## src/hdl/vppb_pkg.sv

```systemverilog
// Types and constants shared by the parallel port bridge.
package vppb_pkg;

   localparam int CMD_W   = 3;
   localparam int BYTE_W  = 8;
   localparam int LINES_W = 4;

   // Command codes of an input word.
   localparam logic [CMD_W-1:0] CMD_REMOTE  = 3'd0;
   localparam logic [CMD_W-1:0] CMD_STATUS  = 3'd1;
   localparam logic [CMD_W-1:0] CMD_DATA    = 3'd2;
   localparam logic [CMD_W-1:0] CMD_READ    = 3'd3;
   localparam logic [CMD_W-1:0] CMD_START   = 3'd4;
   localparam logic [CMD_W-1:0] CMD_END     = 3'd5;

   // Flags ORed into the outgoing control byte.
   localparam logic [BYTE_W-1:0] FLAG_NONE   = 8'h00;
   localparam logic [BYTE_W-1:0] FLAG_STROBE = 8'h08;
   localparam logic [BYTE_W-1:0] FLAG_REPLY  = 8'h10;
   localparam logic [BYTE_W-1:0] FLAG_START  = 8'h40;
   localparam logic [BYTE_W-1:0] FLAG_END    = 8'h80;

   // Bit positions within a remote control byte.
   localparam int RCTL_ACK    = 3;
   localparam int RCTL_LOAD   = 4;
   localparam int RCTL_ASSIGN = 5;
   localparam int RCTL_SET    = 6;
   localparam int RCTL_CLEAR  = 7;

   // Line bit that carries the acknowledge.
   localparam int LINE_ACK = 3;

   typedef struct packed {
      logic [CMD_W-1:0]  command;
      logic [BYTE_W-1:0] remote_ctl;
      logic [BYTE_W-1:0] remote_data;
      logic [BYTE_W-1:0] write_value;
      logic [BYTE_W-1:0] write_mask;
   } req_word_type;

   typedef struct packed {
      logic               send_valid;
      logic [BYTE_W-1:0]  send_ctl;
      logic [BYTE_W-1:0]  send_data;
      logic               ack_pulse;
      logic [LINES_W-1:0] line_status;
      logic [BYTE_W-1:0]  data_value;
   } rsp_word_type;

   // Contents of the input register as seen by the engine.
   typedef struct packed {
      logic         valid;
      req_word_type word;
   } stage_type;

endpackage

```

## src/hdl/vppb_if.sv

```systemverilog
// Handshake channels of the bridge: request words in, response words out.
interface vppb_req_if;
   logic                           valid;
   logic                           ready;
   logic [vppb_pkg::CMD_W-1:0]     command;
   logic [vppb_pkg::BYTE_W-1:0]    remote_ctl;
   logic [vppb_pkg::BYTE_W-1:0]    remote_data;
   logic [vppb_pkg::BYTE_W-1:0]    write_value;
   logic [vppb_pkg::BYTE_W-1:0]    write_mask;

   modport source (
      output valid, command, remote_ctl, remote_data, write_value, write_mask,
      input  ready
   );
   modport sink (
      input  valid, command, remote_ctl, remote_data, write_value, write_mask,
      output ready
   );
endinterface

interface vppb_rsp_if;
   logic                           valid;
   logic                           ready;
   logic                           send_valid;
   logic [vppb_pkg::BYTE_W-1:0]    send_ctl;
   logic [vppb_pkg::BYTE_W-1:0]    send_data;
   logic                           ack_pulse;
   logic [vppb_pkg::LINES_W-1:0]   line_status;
   logic [vppb_pkg::BYTE_W-1:0]    data_value;

   modport source (
      output valid, send_valid, send_ctl, send_data, ack_pulse, line_status, data_value,
      input  ready
   );
   modport sink (
      input  valid, send_valid, send_ctl, send_data, ack_pulse, line_status, data_value,
      output ready
   );
endinterface

```

## src/hdl/virtual_parallel_port_bridge_top.sv

```systemverilog
// Parallel port bridge: local line and data registers mirrored to a remote peer.
//
// Request channel req_ch: one word per handshake carries a command (remote
// message, status write, data write, read, session start, session end) with
// its operands. Response channel rsp_ch: exactly one word per request, in
// order, giving the message to send to the peer (if any), the acknowledge
// pulse and the line bits and data latch after the request.
// csr_wr_en/csr_wr_data write the link-open bit; the user must write it only
// while the bridge holds no request in flight; the bridge does not enforce it.
// The accepting edge loads a request into the input register; once the result
// register can take it, the update logic carries it on into the result
// register, where its response is valid and waits to be taken.
// Throughput is one word per cycle while responses are taken, set by the single update stage.
// When the receiver stalls, the result register holds its word and the input
// register fills; req_ch.ready then falls until a response is taken.
// Reset clears both registers' valid bits, the link bit, the line bits, the
// data latch and the record of the last pair sent.
module virtual_parallel_port_bridge_top (
   input  logic            clock,
   input  logic            reset,
   vppb_req_if.sink        req_ch,
   vppb_rsp_if.source      rsp_ch,
   input  logic            csr_wr_en,
   input  logic            csr_wr_data
);

   logic                   link_ff;
   logic                   advance;
   logic                   fire;
   vppb_pkg::req_word_type req_word;
   vppb_pkg::stage_type    stage;
   vppb_pkg::rsp_word_type result;
   vppb_pkg::rsp_word_type rsp_word;

   always_ff @(posedge clock) begin
      if (reset) begin
         link_ff <= 1'b0;
      end else if (csr_wr_en) begin
         link_ff <= csr_wr_data;
      end
   end

   assign req_word.command     = req_ch.command;
   assign req_word.remote_ctl  = req_ch.remote_ctl;
   assign req_word.remote_data = req_ch.remote_data;
   assign req_word.write_value = req_ch.write_value;
   assign req_word.write_mask  = req_ch.write_mask;

   vppb_in_stage u_in_stage (
      .clock     (clock),
      .reset     (reset),
      .req_valid (req_ch.valid),
      .req_ready (req_ch.ready),
      .req_word  (req_word),
      .advance   (advance),
      .stage     (stage)
   );

   // The state moves on exactly when a word passes into the result register.
   assign fire = stage.valid && advance;

   vppb_engine u_engine (
      .clock     (clock),
      .reset     (reset),
      .fire      (fire),
      .link_open (link_ff),
      .word      (stage.word),
      .result    (result)
   );

   vppb_out_stage u_out_stage (
      .clock     (clock),
      .reset     (reset),
      .load      (fire),
      .result    (result),
      .advance   (advance),
      .rsp_valid (rsp_ch.valid),
      .rsp_ready (rsp_ch.ready),
      .rsp_word  (rsp_word)
   );

   assign rsp_ch.send_valid  = rsp_word.send_valid;
   assign rsp_ch.send_ctl    = rsp_word.send_ctl;
   assign rsp_ch.send_data   = rsp_word.send_data;
   assign rsp_ch.ack_pulse   = rsp_word.ack_pulse;
   assign rsp_ch.line_status = rsp_word.line_status;
   assign rsp_ch.data_value  = rsp_word.data_value;

endmodule

```

## src/hdl/vppb_in_stage.sv

```systemverilog
// Input register of the bridge: holds one request word until the engine takes it.
module vppb_in_stage (
   input  logic                   clock,
   input  logic                   reset,
   input  logic                   req_valid,
   output logic                   req_ready,
   input  vppb_pkg::req_word_type req_word,
   input  logic                   advance,
   output vppb_pkg::stage_type    stage
);

   logic                   valid_ff, valid_in;
   vppb_pkg::req_word_type word_ff;
   logic                   accept;

   // A held word leaves whenever the result register can take it.
   assign req_ready = !valid_ff || advance;
   assign accept    = req_valid && req_ready;

   always_comb begin
      if (accept) begin
         valid_in = 1'b1;
      end else if (advance) begin
         valid_in = 1'b0;
      end else begin
         valid_in = valid_ff;
      end
   end

   always_ff @(posedge clock) begin
      if (reset) begin
         valid_ff <= 1'b0;
      end else begin
         valid_ff <= valid_in;
      end
   end

   always_ff @(posedge clock) begin
      if (accept) begin
         word_ff <= req_word;
      end
   end

   assign stage.valid = valid_ff;
   assign stage.word  = word_ff;

endmodule

```

## src/hdl/vppb_engine.sv

```systemverilog
// Bridge state and the per-word update: line bits, data latch and last pair sent.
module vppb_engine (
   input  logic                   clock,
   input  logic                   reset,
   input  logic                   fire,
   input  logic                   link_open,
   input  vppb_pkg::req_word_type word,
   output vppb_pkg::rsp_word_type result
);

   logic [vppb_pkg::LINES_W-1:0] line_ff, line_in;
   logic [vppb_pkg::BYTE_W-1:0]  data_ff, data_in;
   logic [vppb_pkg::LINES_W-1:0] last_line_ff;
   logic [vppb_pkg::BYTE_W-1:0]  last_data_ff;

   logic [vppb_pkg::LINES_W-1:0] lines;
   logic [vppb_pkg::BYTE_W-1:0]  flags;
   logic [2:0]                   low_mask;
   logic                         do_send;
   logic                         forced;
   logic                         ack;
   logic                         differs;
   logic                         sent;

   always_comb begin
      lines    = line_ff;
      data_in  = data_ff;
      flags    = vppb_pkg::FLAG_NONE;
      do_send  = 1'b0;
      forced   = 1'b1;
      ack      = 1'b0;
      low_mask = word.write_mask[2:0];
      case (word.command)
         vppb_pkg::CMD_REMOTE: begin
            if (word.remote_ctl != '0) begin
               if (word.remote_ctl[vppb_pkg::RCTL_LOAD]) begin
                  data_in = word.remote_data;
               end
               if (word.remote_ctl[vppb_pkg::RCTL_ASSIGN]) begin
                  lines[2:0] = word.remote_ctl[2:0];
               end else if (word.remote_ctl[vppb_pkg::RCTL_SET]) begin
                  lines[2:0] = lines[2:0] | word.remote_ctl[2:0];
               end else if (word.remote_ctl[vppb_pkg::RCTL_CLEAR]) begin
                  lines[2:0] = lines[2:0] & ~word.remote_ctl[2:0];
               end
               if (word.remote_ctl[vppb_pkg::RCTL_ACK]) begin
                  ack                      = 1'b1;
                  lines[vppb_pkg::LINE_ACK] = 1'b1;
               end
            end
            // A remote word is answered whenever the link is open, even when it changed nothing.
            do_send = 1'b1;
            flags   = vppb_pkg::FLAG_REPLY;
         end
         vppb_pkg::CMD_STATUS: begin
            lines[2:0] = (word.write_value[2:0] & low_mask) | (lines[2:0] & ~low_mask);
            do_send    = 1'b1;
            forced     = 1'b0;
         end
         vppb_pkg::CMD_DATA: begin
            data_in = (word.write_value & word.write_mask) | (data_ff & ~word.write_mask);
            do_send = 1'b1;
            flags   = vppb_pkg::FLAG_STROBE;
         end
         vppb_pkg::CMD_START: begin
            do_send = 1'b1;
            flags   = vppb_pkg::FLAG_START;
         end
         vppb_pkg::CMD_END: begin
            do_send = 1'b1;
            flags   = vppb_pkg::FLAG_END;
         end
         default: begin
            do_send = 1'b0;
         end
      endcase

      // A status write is dropped when it would repeat the last pair sent.
      differs = (lines != last_line_ff) || (data_in != last_data_ff);
      sent    = link_open && do_send && (forced || differs);

      // The acknowledge goes out in the reply and is then withdrawn.
      line_in = lines;
      if (ack) begin
         line_in[vppb_pkg::LINE_ACK] = 1'b0;
      end

      result.send_valid  = sent;
      result.send_ctl    = sent ? ({{(vppb_pkg::BYTE_W-vppb_pkg::LINES_W){1'b0}}, lines} | flags)
                                : '0;
      result.send_data   = sent ? data_in : '0;
      result.ack_pulse   = ack;
      result.line_status = line_in;
      result.data_value  = data_in;
   end

   always_ff @(posedge clock) begin
      if (reset) begin
         line_ff      <= '0;
         data_ff      <= '0;
         last_line_ff <= '0;
         last_data_ff <= '0;
      end else if (fire) begin
         line_ff <= line_in;
         data_ff <= data_in;
         if (sent) begin
            last_line_ff <= lines;
            last_data_ff <= data_in;
         end
      end
   end

endmodule

```

## src/hdl/vppb_out_stage.sv

```systemverilog
// Result register of the bridge: holds a response word until the receiver takes it.
module vppb_out_stage (
   input  logic                   clock,
   input  logic                   reset,
   input  logic                   load,
   input  vppb_pkg::rsp_word_type result,
   output logic                   advance,
   output logic                   rsp_valid,
   input  logic                   rsp_ready,
   output vppb_pkg::rsp_word_type rsp_word
);

   logic                   valid_ff, valid_in;
   vppb_pkg::rsp_word_type word_ff;

   // The register can take a new word when empty or when its word leaves now.
   assign advance = !valid_ff || rsp_ready;

   always_comb begin
      if (load) begin
         valid_in = 1'b1;
      end else if (rsp_ready) begin
         valid_in = 1'b0;
      end else begin
         valid_in = valid_ff;
      end
   end

   always_ff @(posedge clock) begin
      if (reset) begin
         valid_ff <= 1'b0;
      end else begin
         valid_ff <= valid_in;
      end
   end

   always_ff @(posedge clock) begin
      if (load) begin
         word_ff <= result;
      end
   end

   assign rsp_valid = valid_ff;
   assign rsp_word  = word_ff;

endmodule

```

## src/flat_wrapper.sv

```systemverilog
// flat-port wrapper written by rule: the top's interface ports become plain ports
module virtual_parallel_port_bridge_top_flat 
  (clock, reset, csr_wr_en, csr_wr_data, req_ch_valid, req_ch_command, req_ch_remote_ctl, req_ch_remote_data, req_ch_write_value, req_ch_write_mask, req_ch_ready, rsp_ch_valid, rsp_ch_send_valid, rsp_ch_send_ctl, rsp_ch_send_data, rsp_ch_ack_pulse, rsp_ch_line_status, rsp_ch_data_value, rsp_ch_ready);
  vppb_req_if req_ch_i ();
  vppb_rsp_if rsp_ch_i ();
  input  logic clock;
  input  logic reset;
  input  logic csr_wr_en;
  input  logic csr_wr_data;
  input wire logic [$bits(req_ch_i.valid)-1:0] req_ch_valid;
  input wire logic [$bits(req_ch_i.command)-1:0] req_ch_command;
  input wire logic [$bits(req_ch_i.remote_ctl)-1:0] req_ch_remote_ctl;
  input wire logic [$bits(req_ch_i.remote_data)-1:0] req_ch_remote_data;
  input wire logic [$bits(req_ch_i.write_value)-1:0] req_ch_write_value;
  input wire logic [$bits(req_ch_i.write_mask)-1:0] req_ch_write_mask;
  output wire logic [$bits(req_ch_i.ready)-1:0] req_ch_ready;
  output wire logic [$bits(rsp_ch_i.valid)-1:0] rsp_ch_valid;
  output wire logic [$bits(rsp_ch_i.send_valid)-1:0] rsp_ch_send_valid;
  output wire logic [$bits(rsp_ch_i.send_ctl)-1:0] rsp_ch_send_ctl;
  output wire logic [$bits(rsp_ch_i.send_data)-1:0] rsp_ch_send_data;
  output wire logic [$bits(rsp_ch_i.ack_pulse)-1:0] rsp_ch_ack_pulse;
  output wire logic [$bits(rsp_ch_i.line_status)-1:0] rsp_ch_line_status;
  output wire logic [$bits(rsp_ch_i.data_value)-1:0] rsp_ch_data_value;
  input wire logic [$bits(rsp_ch_i.ready)-1:0] rsp_ch_ready;
  assign req_ch_i.valid = req_ch_valid;
  assign req_ch_i.command = req_ch_command;
  assign req_ch_i.remote_ctl = req_ch_remote_ctl;
  assign req_ch_i.remote_data = req_ch_remote_data;
  assign req_ch_i.write_value = req_ch_write_value;
  assign req_ch_i.write_mask = req_ch_write_mask;
  assign req_ch_ready = req_ch_i.ready;
  assign rsp_ch_valid = rsp_ch_i.valid;
  assign rsp_ch_send_valid = rsp_ch_i.send_valid;
  assign rsp_ch_send_ctl = rsp_ch_i.send_ctl;
  assign rsp_ch_send_data = rsp_ch_i.send_data;
  assign rsp_ch_ack_pulse = rsp_ch_i.ack_pulse;
  assign rsp_ch_line_status = rsp_ch_i.line_status;
  assign rsp_ch_data_value = rsp_ch_i.data_value;
  assign rsp_ch_i.ready = rsp_ch_ready;
  virtual_parallel_port_bridge_top u_core (.clock(clock), .reset(reset), .req_ch(req_ch_i), .rsp_ch(rsp_ch_i), .csr_wr_en(csr_wr_en), .csr_wr_data(csr_wr_data));
endmodule
```

## config.mk

```make
export PLATFORM = sky130hd
export DESIGN_NAME = virtual_parallel_port_bridge_top_flat
export DESIGN_NICKNAME = d
export VERILOG_FILES = /design/src/hdl/vppb_pkg.sv /design/src/hdl/vppb_if.sv /design/src/hdl/virtual_parallel_port_bridge_top.sv /design/src/hdl/vppb_in_stage.sv /design/src/hdl/vppb_engine.sv /design/src/hdl/vppb_out_stage.sv /design/src/flat_wrapper.sv
export SDC_FILE = /design/constraint.sdc
export NUM_CORES = 1
export LEC_CHECK = 0
export BUFFER_PORTS_ARGS = -buffer_cell sky130_fd_sc_hd__buf_2
export CORE_MARGIN = 5
export CORE_UTILIZATION = 40
export DETAILED_ROUTE_END_ITERATION = 8
export PLACE_DENSITY = 0.6
export SLEW_MARGIN = 0
export SYNTH_ARGS = -nofsm -noshare
export SYNTH_HDL_FRONTEND = slang
export SYNTH_SLANG_ARGS = --single-unit
```

## constraint.sdc

```tcl
create_clock -name clock -period 3.3 [get_ports clock]
set_input_delay 0.33 -clock clock [delete_from_list [all_inputs] [get_ports clock]]
set_output_delay 0.33 -clock clock [all_outputs]
set_load 0.03 [all_outputs]
```

Yosys cells after proc, flatten, opt, wreduce, memory -nomap -nowiden
Index checks and enable logic that the tools add are counted.

word-level totals
  register bits = 92
  input bits = 41
  output and inout bits = 32
  word-level logic and storage cells = 73

operators by class
  equality and inequality tests = 6
  multiplexer cells = 21
  bitwise gates (word level) = 12
  reduce and logical (&&, ||, !) cells = 16

operator list
  operator                                                         count
  8-bit one-hot mux with 4 select lines                            1
  8-bit AND                                                        2
  8-bit 2-to-1 mux                                                 2
  8-bit one-hot mux with 2 select lines                            1
  1-bit 2-to-1 mux                                                 12
  3-bit AND                                                        3
  3-bit 2-to-1 mux                                                 3
  8-bit inequality test                                            1
  8-bit NOT                                                        1
  4-bit by 8-bit OR with 8-bit output                              1
  8-bit OR                                                         1
  8-bit nonzero test                                               1
  3-bit == test, second input constant                             2
  3-bit NOT                                                        2
  3-bit OR                                                         2
  3-bit one-hot mux with 2 select lines                            1
  5-bit OR reduction                                               1
  1-bit logical AND                                                4
  1-bit logical OR                                                 4
  4-bit 2-to-1 mux                                                 1
  4-bit inequality test                                            1
  2-bit nonzero test                                               2
  3-bit by 1-bit == test with 1-bit output, second input constant  1
  3-bit by 2-bit == test with 1-bit output, second input constant  1
  3 further kinds                                                  4

Logic depth before layout (Yosys ltp)
  depth after elaboration = 12
  mapped depth = 13
  gate-level depth less buffers = 10

By module
From an unflattened synthesis, not the netlist that was laid out.

unflattened totals
  cell total of the unflattened synthesis = 310
  area, all modules = 3,943.8 µm²

by module, submodules not included
  module                            instances  cells each  area each (µm²)  seq. area each (µm²)
  vppb_engine                       1          231         1,843.0          480.5
  vppb_in_stage                     1          41          1,113.6          1,071.0
  vppb_out_stage                    1          34          947.2            920.9
  virtual_parallel_port_bridge_top  1          4           40.0             20.0

Worst setup path before layout
No wires, ideal clock.

  path kind = register to register
  from = register u_core.u_in_stage.word_ff, in the netlist u_core.u_in_stage.stage[32]
  to = register u_core.u_out_stage.word_ff, in the netlist u_core.u_out_stage.rsp_word[27], data pin
  setup time = 0.256 ns
  data arrival time = 2.370 ns
  data required time = 3.044 ns
  path slack = 0.674 ns
  stages on the path, launching flop included = 10
  path buffers = 1
  period minus slack after synthesis = 2.626 ns
  path through = edfxtp_1 > or2_2 > nor2_1 > o221ai_2 > xnor2_1 > or4_1 > o31ai_2 > inv_2 > buf_6 > and4_1

between the ends
  word-level cells in the longest chain between the ends = 6

ends and longest elaborated chain
  item                                                                    RTL line              text
  start, declared                                                         vppb_in_stage.sv:13   vppb_pkg::req_word_type word_ff;
  start signal, assigned                                                  vppb_in_stage.sv:40   word_ff <= req_word;
  3-bit by 2-bit == test with 1-bit output, or another cell as far along  vppb_engine.sv:33     case (word.command)
  8-bit one-hot mux with 2 select lines, or another cell as far along     vppb_engine.sv:33
  8-bit inequality test or 4-bit inequality test (tied branches)          vppb_engine.sv:79     differs = (lines != last_line_ff) || (data_in != last_data_ff);
  1-bit logical OR                                                        vppb_engine.sv:79
  1-bit logical OR                                                        vppb_engine.sv:80     sent = link_open && do_send && (forced || differs);
  1-bit logical AND                                                       vppb_engine.sv:80
  end signal, assigned                                                    vppb_out_stage.sv:39  word_ff <= result;
  end, declared                                                           vppb_out_stage.sv:14  vppb_pkg::rsp_word_type word_ff;

Parallel ways exist; a longest one is shown, timed or not.
A chain may end at the register's enable or synchronous reset.

Worst setup path after layout
Same ends and word-level chain as after synthesis.

==> out/qor.yml <==
outcome:
  outcome: "finished, final reports clean"
final_layout:
  filler_cell_count: 859
  multiInputGateArea_sq_um: 1130
  n_antenna_cell: 0
  ratio_of_cells_with_drive_above_1_in_the_final_layout_pct: 27.0
  num-nets-final: 428
  register_area_sq_um: 2460
  layout.core_utilization_pct: 48.5
  syn2layout_area_growth_pct: 18.8
clock_network:
  clock_buffer_count_from_cts: 9
  worstSkewPairLatency_ns: 0.35
  cts_resized: 0
  tritoncts: "done"
  clock_tree.root_cell: "sky130_fd_sc_hd__clkbuf_8"
  clock_sink_count: 91
  clk_pin_slew_worst_paths_ns: 0.09
  postCtsHoldBufs: 0
  htreeDepth: 3
  cts_max_path_buffers: 2
  post_cts_buffers: 0
floorplanning:
  core_area_sq_um: 9200
  die_height_microns: 107
  floorplan.die_area_sq_um: 11400
  design.portCount: 73
  num_rows: 35
  initial_core_util_pct: 40.8
  die-width_microns: 107
yosys:
  synth-warning-count: 0
  synth-seq-cells: 91
  complex_gate_fraction_of_the_synthesized_area_pct: 14.1
  synth_top_family_by_area: "compound AO/OA/AOI/OAI gates"
  synth_area_leader_cell: "sky130_fd_sc_hd__edfxtp_1"
  synth-xor-area-share_pct: 1.40
  synth_edf_count: 64
  synth.mux.area_fraction_pct: 1.37
  synth_adder_area_share_pct: 0
  synth.top_cells.by_area: "sky130_fd_sc_hd__edfxtp_1 (51%), sky130_fd_sc_hd__dfxtp_1 (14%), sky130_fd_sc_hd__nor2_1 (4.2%)"
  mappedNetlistArea_sq_um: 3750
  synth-simple-area-share_pct: 13.2
  syn_area_per_cell_sq_um: 12.0
  mappedNetlistNets: 355
  fraction_of_the_yosys_area_taken_by_sequential_cells_pct: 65.6
  yosysTopAreaCellShare_pct: 51.2
  synthFlopType: "sky130_fd_sc_hd__edfxtp_1"
  yosys.cell_types.count: 58
  synthesis.instances: 314
  synth_async_reset_ratio_pct: 0
timing:
  drv_slew: 0
  relative_slew_slack_pct: 60.6
  final-setup-viol-count: 0
  final.setup_skew_ns: 0.00934
  period_minus_slack_ns: 3.09
  setup-tns-final_ns: 0
  hold_viol: 0
  rsz_0062_raised_after_global_routing: "false"
  timing_worst_slew_pin_value_ns: 0.591
  maxClockFrequency_mhz: 324
  layout_worst_path_cycle_share_pct: 93.6
worst_setup_path:
  timing.reg2reg.setup_slack_ns: 0.21
  critical_path_required_ns: 3.41
  startpoint_type_of_the_worst_setup_path: "flip-flop"
  worstPathMaxFanout: 20
  timing.rr.start: "u_core.u_in_stage.stage[32]"
  setup.worst_path.end_class: "flip-flop"
  slowest_delay_ns: 0.60
  rr_endpoint: "u_core.u_out_stage.rsp_word[27]"
  timing.critical_path.depth: 8
  critPathArrivalTime_ns: 3.20
  critPathSlowestCell: "sky130_fd_sc_hd__edfxtp_1"
  critical_path_buf_inv_count: 1
  number_of_cells_on_the_worst_reg_to_reg_path: 8
  cp_cell_sequence: "or2_2 -> nor2_1 -> o221ai_2 -> xnor2_1 -> or4_1 -> o31ai_2 -> inv_2 -> and4_1"
  critical-path-top-delay-family: "simple AND/OR/NAND/NOR gates"
  timing_worst_setup_path_type: "flip-flop to flip-flop"
routing:
  finalWirelength_microns: 8180
  detailedRoute.firstIterationViolations: 185
  drt_pass1_iterations: 4
  route.detailed.drc: 0
  vias: 2612
  avgRoutedWirePerCell_microns: 16.3
  route.antenna.remaining_nets: 0
  vias_per_cell: 5.19
global_route:
  grtUsageTotal_pct: 14.9
  grt_pass1_wl_microns: 13200
  grt_antenna_before_repair: 0
  grt_overflow_total: 0
  pin_count_of_the_biggest_net_entering_global_routing: 55
  first_global_vias: 2595
pwr:
  vdd_ir_max_uv: 239
  power.density_cell_area_nw_per_um2: 540
  report.power.total_mw: 2.41
  p_leak_nw: 1.69
hold_path:
  timing.hold.worst_endpoint: "u_core.u_in_stage.stage[30]"
  worst_hold_startpoint: "req_ch_remote_ctl[6]"
  whs_path_depth: 1
  hp-class: "input port to flip-flop"
placement:
  gpl.final_weighted_congestion: 0.873
  detailedPlacementHpwl_microns: 5910
  numPortBuffers: 71
flow_run:
  timing.max_cap.violations: 0
==> registers in the layout, indices dropped and copies added (netlist names) <==
signal,flops
u_core.u_out_stage.rsp_valid,1
u_core.u_engine.data_ff,8
u_core.u_out_stage.rsp_word,29
u_core.u_in_stage.valid_ff,1
u_core.u_in_stage.stage,35
u_core.u_engine.line_ff,4
u_core.link_ff,1
u_core.u_engine.last_line_ff,4
u_core.u_engine.last_data_ff,8
==> metal layers <==
metal | track usage [%] | wire length [microns]
met1 | 21.0 | 3790
met2 | 22.4 | 3790
met3 | 3.25 | 507
met4 | 5.57 | 86
met5 | 0 | 0
==> metrics by stage <==
step | cells | area, sq um | hold WS [ns] | worst slack [ns]
final | 503 | 4460 | 0.148 | 0.213
after global routing | 503 | 4460 | 0.127 | 0.0174
after CTS | 503 | 4460 | 0.135 | 0.225
after detailed placement | 487 | 4220 | 0.468 | 0.230
after global placement | 487 | 4220 | 0.462 | 0.356
after floorplan | 314 | 3750 | 0.429 | 0.674
==> final cells by class <==
class	count	area share (%)
Clock buffer	13	3.81
Tap cell	111	3.11
Inverter	19	1.60
Sequential cell	91	55.2
Clock inverter	3	1.54
Multi-Input combinational cell	187	25.4
Timing Repair Buffer	79	9.31
==> logic make-up after synthesis <==
group | Yosys count
compound gates | 77
xor+xnor | 6
mux | 5
simple gates | 98
buf+inv | 36
other cells | 1
flops | 91
==> layout by cell type, fill, tap and decap left out, types with 5 or more instances in the layout <==
cell and count:
sky130_fd_sc_hd__a21oi_1 27, sky130_fd_sc_hd__a311oi_1 5, sky130_fd_sc_hd__and2_1 5, sky130_fd_sc_hd__buf_2 71, sky130_fd_sc_hd__buf_4 8, sky130_fd_sc_hd__clkbuf_8 10, sky130_fd_sc_hd__dfxtp_1 27, sky130_fd_sc_hd__edfxtp_1 64
sky130_fd_sc_hd__inv_1 17, sky130_fd_sc_hd__nand2_1 14, sky130_fd_sc_hd__nand2b_1 5, sky130_fd_sc_hd__nand3_1 11, sky130_fd_sc_hd__nor2_1 42, sky130_fd_sc_hd__o21ai_0 14
==> how the worst max path moves through the flow <==
stage	slack (ns)	from	endpoint
after floorplan	0.67	u_core.u_in_stage.stage[32]	u_core.u_out_stage.rsp_word[27]
after global placement	0.36	u_core.u_in_stage.stage[32]	u_core.u_out_stage.rsp_word[27]
after detailed placement	0.23	u_core.u_in_stage.stage[32]	u_core.u_out_stage.rsp_word[27]
after CTS	0.22	u_core.u_in_stage.stage[32]	u_core.u_out_stage.rsp_word[27]
after global routing	0.02	u_core.u_in_stage.stage[32]	u_core.u_out_stage.rsp_word[27]
final	0.21	u_core.u_in_stage.stage[32]	u_core.u_out_stage.rsp_word[27]
==> cell usage after synthesis (3+ instances only) <==
cell,instances
sky130_fd_sc_hd__edfxtp_1,64
sky130_fd_sc_hd__nor2_1,42
sky130_fd_sc_hd__a21oi_1,27
sky130_fd_sc_hd__dfxtp_1,27
sky130_fd_sc_hd__inv_1,17
sky130_fd_sc_hd__nand2_1,14
sky130_fd_sc_hd__o21ai_0,14
sky130_fd_sc_hd__nand3_1,11
sky130_fd_sc_hd__clkbuf_1,8
sky130_fd_sc_hd__buf_2,6
sky130_fd_sc_hd__a311oi_1,5
sky130_fd_sc_hd__and2_1,5
sky130_fd_sc_hd__nand2b_1,5
sky130_fd_sc_hd__mux2i_1,4
sky130_fd_sc_hd__nor2b_1,4
sky130_fd_sc_hd__o211ai_1,4
sky130_fd_sc_hd__xnor2_1,4
sky130_fd_sc_hd__a211oi_1,3
sky130_fd_sc_hd__o21a_1,3
==> power by group <==
part	internal (mW)	switching, mW
clock	0.496	0.371
sequential	1.28	0.0323
combinational	0.0793	0.151
total	1.85	0.555
No activity file was read; power rests on OpenSTA's default activity.
